## src/rtl/core/bvop_pkg.sv

```systemverilog
// ----------------------------------------------------------------------------
// BOOTP vendor option parser package
// Types, codes and constants shared by the parser modules.
// ----------------------------------------------------------------------------
package bvop_pkg;

  // Default size of the vendor area in bytes.
  localparam int unsigned AREA_BYTES_DEF = 64;
  // Reset value of the expected magic cookie.
  localparam logic [31:0] COOKIE_RESET = 32'h6382_5363;
  // Number of data bytes that make up a captured address.
  localparam int unsigned ADDR_BYTES = 4;
  // Depth of the result queue; a power of two of at least two.
  localparam int unsigned RES_FIFO_DEPTH = 4;

  // Option tags.
  localparam logic [7:0] TAG_PAD     = 8'd0;
  localparam logic [7:0] TAG_ROUTER  = 8'd3;
  localparam logic [7:0] TAG_TIME    = 8'd4;
  localparam logic [7:0] TAG_DNS     = 8'd6;
  localparam logic [7:0] TAG_LPR     = 8'd9;
  localparam logic [7:0] TAG_RLS     = 8'd11;
  localparam logic [7:0] TAG_END     = 8'd255;

  typedef enum logic [3:0] {
    KIND_GATEWAY     = 4'd0,
    KIND_TIME        = 4'd1,
    KIND_NAME        = 4'd2,
    KIND_PAGE        = 4'd3,
    KIND_FILE_SERVER = 4'd4,
    KIND_END_SEEN    = 4'd5,
    KIND_BAD_COOKIE  = 4'd6,
    KIND_SHORT_OPT   = 4'd7,
    KIND_NO_END      = 4'd8
  } kind_e;

  typedef enum logic [2:0] {
    OPT_GATEWAY     = 3'd0,
    OPT_TIME        = 3'd1,
    OPT_NAME        = 3'd2,
    OPT_PAGE        = 3'd3,
    OPT_FILE_SERVER = 3'd4,
    OPT_OTHER       = 3'd5
  } opt_kind_e;

  typedef enum logic [2:0] {
    PH_COOKIE  = 3'd0,
    PH_TAG     = 3'd1,
    PH_LEN     = 3'd2,
    PH_CAPTURE = 3'd3,
    PH_SKIP    = 3'd4,
    PH_DONE    = 3'd5
  } phase_e;

  typedef struct packed {
    logic [7:0] vend_byte;
    logic       last_byte;
  } in_item_t;

  typedef struct packed {
    kind_e       kind;
    logic [31:0] address;
    logic        last;
  } result_t;

  typedef struct packed {
    logic [6:0]  byte_position;
    phase_e      parse_phase;
    logic [31:0] cookie_shift;
    opt_kind_e   option_kind;
    logic [7:0]  skip_remaining;
    logic [2:0]  capture_count;
    logic [31:0] address_shift;
  } parse_state_t;

  // Results caused by one byte: up to two, the second always a missing End.
  typedef struct packed {
    logic [1:0] count;
    result_t    first;
    result_t    second;
  } step_res_t;

  localparam parse_state_t STATE_RESET = '{
    byte_position:  7'd0,
    parse_phase:    PH_COOKIE,
    cookie_shift:   32'd0,
    option_kind:    OPT_GATEWAY,
    skip_remaining: 8'd0,
    capture_count:  3'd0,
    address_shift:  32'd0
  };

endpackage

```

## src/rtl/core/bvop_step.sv

```systemverilog
// ----------------------------------------------------------------------------
// BOOTP vendor option parser step
// Combinational parse of one vendor byte against the current parser state.
// ----------------------------------------------------------------------------
module bvop_step import bvop_pkg::*; #(
  parameter int unsigned AreaBytes = AREA_BYTES_DEF
) (
  input  parse_state_t state_i,
  input  in_item_t     item_i,
  input  logic [31:0]  cookie_i,
  output parse_state_t state_o,
  output step_res_t    res_o
);

  parse_state_t nxt;
  logic         prim_valid;
  kind_e        prim_kind;
  logic [31:0]  prim_addr;
  logic         noend_valid;
  logic [7:0]   b;
  result_t      noend_res;
  result_t      prim_res;

  assign b = item_i.vend_byte;

  always_comb begin
    nxt        = state_i;
    prim_valid = 1'b0;
    prim_kind  = KIND_END_SEEN;
    prim_addr  = 32'd0;

    case (state_i.parse_phase)
      PH_COOKIE: begin
        nxt.cookie_shift = {state_i.cookie_shift[23:0], b};
        if (state_i.byte_position >= 7'(ADDR_BYTES - 1)) begin
          if (nxt.cookie_shift != cookie_i) begin
            prim_valid      = 1'b1;
            prim_kind       = KIND_BAD_COOKIE;
            nxt.parse_phase = PH_DONE;
          end else begin
            nxt.parse_phase = PH_TAG;
          end
        end
      end
      PH_TAG: begin
        if (b == TAG_END) begin
          prim_valid      = 1'b1;
          prim_kind       = KIND_END_SEEN;
          nxt.parse_phase = PH_DONE;
        end else if (b != TAG_PAD) begin
          case (b)
            TAG_ROUTER: nxt.option_kind = OPT_GATEWAY;
            TAG_TIME:   nxt.option_kind = OPT_TIME;
            TAG_DNS:    nxt.option_kind = OPT_NAME;
            TAG_LPR:    nxt.option_kind = OPT_PAGE;
            TAG_RLS:    nxt.option_kind = OPT_FILE_SERVER;
            default:    nxt.option_kind = OPT_OTHER;
          endcase
          nxt.parse_phase = PH_LEN;
        end
      end
      PH_LEN: begin
        nxt.skip_remaining = b;
        if (state_i.option_kind != OPT_OTHER && b >= 8'(ADDR_BYTES)) begin
          nxt.capture_count = 3'd0;
          nxt.address_shift = 32'd0;
          nxt.parse_phase   = PH_CAPTURE;
        end else begin
          if (state_i.option_kind != OPT_OTHER) begin
            prim_valid = 1'b1;
            prim_kind  = KIND_SHORT_OPT;
          end
          nxt.parse_phase = (b != 8'd0) ? PH_SKIP : PH_TAG;
        end
      end
      PH_CAPTURE: begin
        nxt.address_shift  = {state_i.address_shift[23:0], b};
        nxt.capture_count  = state_i.capture_count + 3'd1;
        nxt.skip_remaining = state_i.skip_remaining - 8'd1;
        if (nxt.capture_count >= 3'(ADDR_BYTES)) begin
          prim_valid      = 1'b1;
          prim_kind       = kind_e'(4'(state_i.option_kind));
          prim_addr       = nxt.address_shift;
          nxt.parse_phase = (nxt.skip_remaining != 8'd0) ? PH_SKIP : PH_TAG;
        end
      end
      PH_SKIP: begin
        nxt.skip_remaining = state_i.skip_remaining - 8'd1;
        if (nxt.skip_remaining == 8'd0) begin
          nxt.parse_phase = PH_TAG;
        end
      end
      default: begin
        // Done: bytes are ignored until the final byte of the area.
      end
    endcase

    noend_valid = 1'b0;
    if (state_i.parse_phase != PH_DONE) begin
      nxt.byte_position = (state_i.byte_position != 7'h7F) ?
                          state_i.byte_position + 7'd1 : state_i.byte_position;
      if (nxt.parse_phase != PH_DONE &&
          (item_i.last_byte || nxt.byte_position >= 7'(AreaBytes))) begin
        noend_valid     = 1'b1;
        nxt.parse_phase = PH_DONE;
      end
    end

    state_o = item_i.last_byte ? STATE_RESET : nxt;
  end

  assign noend_res = '{kind: KIND_NO_END, address: 32'd0, last: 1'b1};
  assign prim_res  = '{kind: prim_kind, address: prim_addr, last: !noend_valid};

  assign res_o.count  = 2'({1'b0, prim_valid}) + 2'({1'b0, noend_valid});
  assign res_o.first  = prim_valid ? prim_res : noend_res;
  assign res_o.second = noend_res;

endmodule

```

## src/rtl/core/bvop_result_fifo.sv

```systemverilog
// ----------------------------------------------------------------------------
// BOOTP vendor option parser result queue
// Small queue that takes up to two results per cycle and hands out one unless stalled.
// ----------------------------------------------------------------------------
module bvop_result_fifo import bvop_pkg::*; (
  input  logic       clk_i,
  input  logic       rst_ni,
  input  step_res_t  push_i,
  output logic       room_o,
  output logic       out_valid_o,
  input  logic       out_stall_i,
  output result_t    out_data_o
);

  localparam int unsigned PtrW = $clog2(RES_FIFO_DEPTH);
  localparam int unsigned CntW = $clog2(RES_FIFO_DEPTH + 1);

  result_t         mem_q [RES_FIFO_DEPTH];
  logic [PtrW-1:0] wr_ptr_q, wr_ptr_d;
  logic [PtrW-1:0] rd_ptr_q, rd_ptr_d;
  logic [CntW-1:0] count_q, count_d;
  logic            pop;

  assign pop         = (count_q != '0) && !out_stall_i;
  assign out_valid_o = (count_q != '0);
  assign out_data_o  = mem_q[rd_ptr_q];

  // Room for two entries once this cycle's read is taken into account.
  assign room_o = ({1'b0, count_q} + (CntW + 1)'(2)) <=
                  ((CntW + 1)'(RES_FIFO_DEPTH) + (CntW + 1)'(pop));

  assign wr_ptr_d = wr_ptr_q + PtrW'(push_i.count);
  assign rd_ptr_d = rd_ptr_q + PtrW'(pop);
  assign count_d  = count_q + CntW'(push_i.count) - CntW'(pop);

  always_ff @(posedge clk_i or negedge rst_ni) begin
    if (!rst_ni) begin
      wr_ptr_q <= '0;
      rd_ptr_q <= '0;
      count_q  <= '0;
    end else begin
      wr_ptr_q <= wr_ptr_d;
      rd_ptr_q <= rd_ptr_d;
      count_q  <= count_d;
    end
  end

  always_ff @(posedge clk_i) begin
    if (push_i.count != 2'd0) begin
      mem_q[wr_ptr_q] <= push_i.first;
    end
    if (push_i.count == 2'd2) begin
      mem_q[wr_ptr_q + PtrW'(1)] <= push_i.second;
    end
  end

  a_count_bound: assert property (@(posedge clk_i) disable iff (!rst_ni)
    count_q <= CntW'(RES_FIFO_DEPTH))
    else $error("result queue count exceeds depth");

  a_no_overflow: assert property (@(posedge clk_i) disable iff (!rst_ni)
    (push_i.count != 2'd0) |->
      (({1'b0, count_q} + (CntW + 1)'(push_i.count)) <=
       ((CntW + 1)'(RES_FIFO_DEPTH) + (CntW + 1)'(pop))))
    else $error("result queue written while full");

  a_count_track: assert property (@(posedge clk_i) disable iff (!rst_ni)
    (pop && push_i.count == 2'd0) |=> count_q == $past(count_q) - CntW'(1))
    else $error("result queue count lost track of a read");

endmodule

```

## src/rtl/core/bootp_vendor_option_parser.sv

```systemverilog
// ----------------------------------------------------------------------------
// BOOTP vendor option parser
// Walks the BOOTP vendor extensions area one byte per transfer and reports
// captured server addresses and area status.
// ----------------------------------------------------------------------------
// Usage:
//   Input channel (in_valid_i / in_stall_o / in_data_i) carries one vendor
//   byte per transfer plus a flag for the final byte of the area. The output
//   channel (out_valid_o / out_stall_i / out_data_o) carries one result per
//   transfer: a kind code, a 32-bit address and a flag on the last result
//   caused by a given byte. A byte causes zero, one or two results.
//   cfg_we_i / cfg_wdata_i write the expected magic cookie; write it only
//   while the parser is idle.
//   An accepted byte waits in the input register, is parsed there once the
//   result queue has room, and its results are offered from the queue head.
//   Throughput: one byte per cycle. The input register stalls only when the
//   four-entry result queue could not take two more results, so sustained
//   rate drops below one byte per cycle only if results pile up downstream.
//   Reset clears the parser to the cookie phase, empties the queue and loads
//   the default cookie. While out_stall_i is high the head result holds and
//   bytes flow on until the queue lacks room for two, then in_stall_o rises.
// ----------------------------------------------------------------------------
module bootp_vendor_option_parser import bvop_pkg::*; #(
  parameter int unsigned AREA_BYTES = AREA_BYTES_DEF
) (
  input  logic        clk_i,
  input  logic        rst_ni,
  input  logic        in_valid_i,
  output logic        in_stall_o,
  input  in_item_t    in_data_i,
  output logic        out_valid_o,
  input  logic        out_stall_i,
  output result_t     out_data_o,
  input  logic        cfg_we_i,
  input  logic [31:0] cfg_wdata_i
);

  // Input register holding the byte awaiting parse.
  logic         in_valid_q, in_valid_d;
  in_item_t     in_q;
  // Parser state and the cookie register.
  parse_state_t state_q, state_d;
  logic [31:0]  cookie_q;

  parse_state_t step_state;
  step_res_t    step_res;
  step_res_t    push;
  logic         room;
  logic         advance;
  logic         in_take;

  // The held byte is parsed once the result queue can absorb its results.
  assign advance    = in_valid_q && room;
  assign in_stall_o = in_valid_q && !room;
  assign in_take    = in_valid_i && !in_stall_o;
  assign in_valid_d = in_take || (in_valid_q && !advance);

  always_ff @(posedge clk_i or negedge rst_ni) begin
    if (!rst_ni) begin
      in_valid_q <= 1'b0;
    end else begin
      in_valid_q <= in_valid_d;
    end
  end

  always_ff @(posedge clk_i) begin
    if (in_take) begin
      in_q <= in_data_i;
    end
  end

  always_ff @(posedge clk_i or negedge rst_ni) begin
    if (!rst_ni) begin
      cookie_q <= COOKIE_RESET;
    end else if (cfg_we_i) begin
      cookie_q <= cfg_wdata_i;
    end
  end

  bvop_step #(
    .AreaBytes (AREA_BYTES)
  ) u_step (
    .state_i  (state_q),
    .item_i   (in_q),
    .cookie_i (cookie_q),
    .state_o  (step_state),
    .res_o    (step_res)
  );

  assign state_d = advance ? step_state : state_q;

  always_ff @(posedge clk_i or negedge rst_ni) begin
    if (!rst_ni) begin
      state_q <= STATE_RESET;
    end else begin
      state_q <= state_d;
    end
  end

  // Results enter the queue only in the cycle the byte is parsed.
  always_comb begin
    push = step_res;
    if (!advance) begin
      push.count = 2'd0;
    end
  end

  bvop_result_fifo u_result_fifo (
    .clk_i       (clk_i),
    .rst_ni      (rst_ni),
    .push_i      (push),
    .room_o      (room),
    .out_valid_o (out_valid_o),
    .out_stall_i (out_stall_i),
    .out_data_o  (out_data_o)
  );

  a_done_silent: assert property (@(posedge clk_i) disable iff (!rst_ni)
    (advance && state_q.parse_phase == PH_DONE) |-> push.count == 2'd0)
    else $error("result produced after the area was finished");

  a_restart: assert property (@(posedge clk_i) disable iff (!rst_ni)
    (advance && in_q.last_byte) |=>
      (state_q.parse_phase == PH_COOKIE && state_q.byte_position == 7'd0))
    else $error("parser did not restart after the final byte");

  a_final_reports: assert property (@(posedge clk_i) disable iff (!rst_ni)
    (advance && in_q.last_byte && state_q.parse_phase != PH_DONE) |->
      push.count != 2'd0)
    else $error("final byte of an open area produced no result");

  a_hold_state: assert property (@(posedge clk_i) disable iff (!rst_ni)
    !advance |=> state_q == $past(state_q))
    else $error("parser state moved without a parsed byte");

endmodule
```

## config.mk

```make
export PLATFORM = sky130hd
export DESIGN_NAME = bootp_vendor_option_parser
export DESIGN_NICKNAME = d
export VERILOG_FILES = /design/src/rtl/core/bvop_pkg.sv /design/src/rtl/core/bvop_step.sv /design/src/rtl/core/bvop_result_fifo.sv /design/src/rtl/core/bootp_vendor_option_parser.sv
export SDC_FILE = /design/constraint.sdc
export NUM_CORES = 1
export LEC_CHECK = 0
export BUFFER_PORTS_ARGS = -buffer_cell sky130_fd_sc_hd__buf_2
export CAP_MARGIN = 20
export CORE_UTILIZATION = 60
export DETAILED_ROUTE_END_ITERATION = 7
export PLACE_DENSITY = 0.83
export SLEW_MARGIN = 20
export SYNTH_ARGS = -nofsm -noshare
export SYNTH_HDL_FRONTEND = slang
export SYNTH_SLANG_ARGS = --single-unit
```

## constraint.sdc

```tcl
create_clock -name clk_i -period 5.12 [get_ports clk_i]
set_clock_uncertainty 0.1 [all_clocks]
set_input_delay 1.536 -clock clk_i [delete_from_list [all_inputs] [get_ports clk_i]]
set_output_delay 1.536 -clock clk_i [all_outputs]
set_load 0.01 [all_outputs]
```

==> results.py <==
metrics = {
    "run_status": {
        "status": "completed",
    },
    "drt": {
        "routed_wl_mm": 31.9,
        "ant_nets": 0,
        "wl_per_cell_um": 20.3,
        "vias": 10000,
        "drt-pass1-iter-count": 6,
        "dr.max_layer_used": "met4",
        "drt-met1-wl_mm": 12.5,
        "routed-wl-met2_mm": 15.7,
        "vias_per_cell": 6.42,
        "drtIter0Drc": 1050,
        "dr_wl_met3_mm": 2.72,
        "remaining_drc_errors": 0,
    },
    "sta": {
        "hold_viol": 0,
        "drv_slew": 0,
        "timing.fmax_mhz": 218,
        "tns_ps": 0,
        "finalSetupViolCount": 0,
        "finalCritPeriodShare": 0.897,
        "worst_slew_pin_slew_ps": 1110,
        "rsz0062_at_grt": "false",
        "finalCriticalPeriod_ps": 4590,
        "max_slew_margin": 0.262,
    },
    "clocking": {
        "cts_tree": "done",
        "htree_num_levels": 1,
        "cts-root-buf": "clkbuf_16",
        "clock_sinks": 269,
        "path_clk_slew_ps": 60,
        "numCtsBuffers": 27,
        "clockBufferDepth": 3,
        "clk_latency_ps": 550,
        "post_cts_buffers": 0,
        "cts_hold_buf": 0,
        "cts_resized": 0,
    },
    "worst_setup_path": {
        "crit_path_start_kind": "input port",
        "arrival_ps": 2960,
        "criticalPathCategory": "in -> out",
        "ff2ff_setup_slack_ps": 600,
        "worstPathRequired_ps": 3480,
        "cp-end-kind": "primary output",
        "r2r_end": "u_result_fifo.mem_q[2][12]$_SDFFE_PP0P_",
        "r2r_start": "in_q[6]$_DFFE_PP_",
        "reg2reg_depth": 12,
        "cp_max_fo": 6,
    },
    "synth": {
        "ys_ff_latch": 269,
        "synth.distinct_cells": 59,
        "syn_inst": 1232,
        "ys_seq_area_frac": 0.502,
        "ys.warnings.count": 0,
        "synth_edf_count": 9,
        "postSynthNetCount": 1291,
        "synth_ff_type": "dfxtp_1",
        "synthArstFlopShare": 0.416,
        "syn_area_per_cell_um2": 9.78,
        "synth_area_um2": 12000,
    },
    "global_routing": {
        "grt_max_degree": 80,
        "grtUsageTotal": 0.321,
        "grt_pass1_vias": 10200,
        "antenna_found_initial": 1,
        "grt_pass1_wl_mm": 51.5,
        "gr-total-overflow": 0,
    },
    "layout": {
        "layout_common_cells": "nand2_1 (183), a21oi_1 (163), dfxtp_1 (148)",
        "final_common_cell": "nand2_1",
        "layout-drive-gt1-share": 0.205,
        "areaGrowthSynthToFinish_pct": 13.1,
        "fin_nets": 1338,
    },
    "floorplanning": {
        "die_h_um": 144,
        "ios": 85,
        "die_x_um": 144,
        "core_um2": 19600,
        "row_count": 51,
        "dieArea_um2": 20600,
        "start_util": 0.615,
    },
    "power_and_ir_drop": {
        "ir_drop_v": 0.000604,
        "p_total_uw": 7080,
        "leakage_uw": 0.00537,
        "power.density_nw_per_um2": 520,
    },
    "place": {
        "hpwl_mm": 19.1,
        "gp_congestion": 0.896,
        "port_buffers": 84,
    },
    "worst_hold_path": {
        "min_path_type": "reg -> reg",
        "hold_depth": 2,
        "hold_start": "u_result_fifo.mem_q[2][25]$_SDFFE_PP0P_",
        "hold_end": "u_result_fifo.mem_q[2][25]$_SDFFE_PP0P_",
    },
    "job": {
        "max_cap_violations": 0,
    },
}
## cell families after synthesis
group | share of synthesized area
compound gates | 0.151
flops | 0.502
buf+inv | 0.0392
simple gates | 0.164
fa+ha+maj | 0.0141
mux | 0.100
xor+xnor | 0.0291
## flip-flops by register name, indices dropped and copies added (netlist names)
register and count:
u_result_fifo.mem_q 148, state_q 72, cookie_q 32, in_q 9, u_result_fifo.count_q 3, u_result_fifo.rd_ptr_q 2, u_result_fifo.wr_ptr_q 2, in_valid_q 1
## how the worst max path moves through the flow
stage / from / end / slack [ps] / cells after the start
2_1_floorplan: out_stall_i / in_stall_o / 870 / 6
3_3_place_gp: out_stall_i / in_stall_o / 640 / 9
3_5_place_dp: out_stall_i / in_stall_o / 510 / 9
4_1_cts: out_stall_i / in_stall_o / 510 / 9
5_1_grt: out_stall_i / in_stall_o / 390 / 9
6_report: out_stall_i / in_stall_o / 530 / 9
## per-stage QoR
| step | hold slack [ps] | setup WS, ps | area, um2 | utilization | std cells |
|---|---|---|---|---|---|
| global placement | 339 | 642 | 12700 | 0.650 | 1515 |
| CTS | 353 | 505 | 13600 | 0.695 | 1565 |
| detailed placement | 344 | 514 | 12700 | 0.650 | 1515 |
| global route | 373 | 392 | 13600 | 0.695 | 1565 |
| finish | 353 | 528 | 13600 | 0.696 | 1566 |
| floorplan | 331 | 865 | 12000 | - | 1232 |
## worst max-delay path, cell delays in order
cell and delay (ps):
buf_2 100, nor2b_1 210, ha_1 280, and2_1 160, o21ai_1 130, buf_4 170
nand3_1 150, inv_1 100, buf_2 120
## cells in the mapped netlist, types with 3 or more instances
cell	instances	area, um2
o211ai_1	6	45.0
ha_1	12	150
a2111oi_0	4	35.0
edfxtp_1	9	270
buf_1	6	22.5
clkbuf_1	68	255
and2_1	5	31.3
nor2b_1	3	18.8
nor3b_1	4	30.0
a21oi_1	163	816
o21ai_1	3	15.0
mux4_2	37	833
nand3_1	136	681
nor4_1	6	37.5
nor3_1	8	40.0
nor2_1	31	116
dfxtp_1	148	2960
buf_2	23	115
a22o_1	42	368
nand2b_1	8	50.1
nand4_1	11	68.8
mux2_2	33	372
a31oi_1	6	37.5
o21ai_0	39	195
o2bb2ai_1	4	35.0
xnor2_1	34	298
or3_1	8	50.1
and3_1	5	31.3
dfrtp_1	98	2450
inv_1	18	67.6
o31ai_1	4	30.0
nand2_1	183	687
xor2_1	6	52.6
o22ai_1	7	43.8
a211oi_1	6	45.0
dfstp_2	14	368
## layer usage
| layer | vias up | GRT usage |
|---|---|---|
| li1 | 4516 | - |
| met1 | 4903 | 0.420 |
| met2 | 535 | 0.530 |
| met3 | 92 | 0.0530 |
| met4 | 0 | 0.135 |
| met5 | - | 0 |
## power by group
group	switching (uW)	internal, uW	leakage [uW]	total, uW
Clock	838	1130	0.000451	1970
Combinational	1450	868	0.00220	2320
Sequential	398	2400	0.00272	2790
Total	2690	4400	0.00537	7080
## final cells by class
cell class,count,area (um2)
Inverter,18,67.6
Timing Repair Buffer,116,713
Fill cell,1442,5960
Sequential cell,269,6050
Antenna cell,1,2.50
Clock buffer,38,788
Multi-Input combinational cell,847,5570
Tap cell,265,332
Clock inverter,12,103
Note: power is estimated with default switching activity, not from simulation.
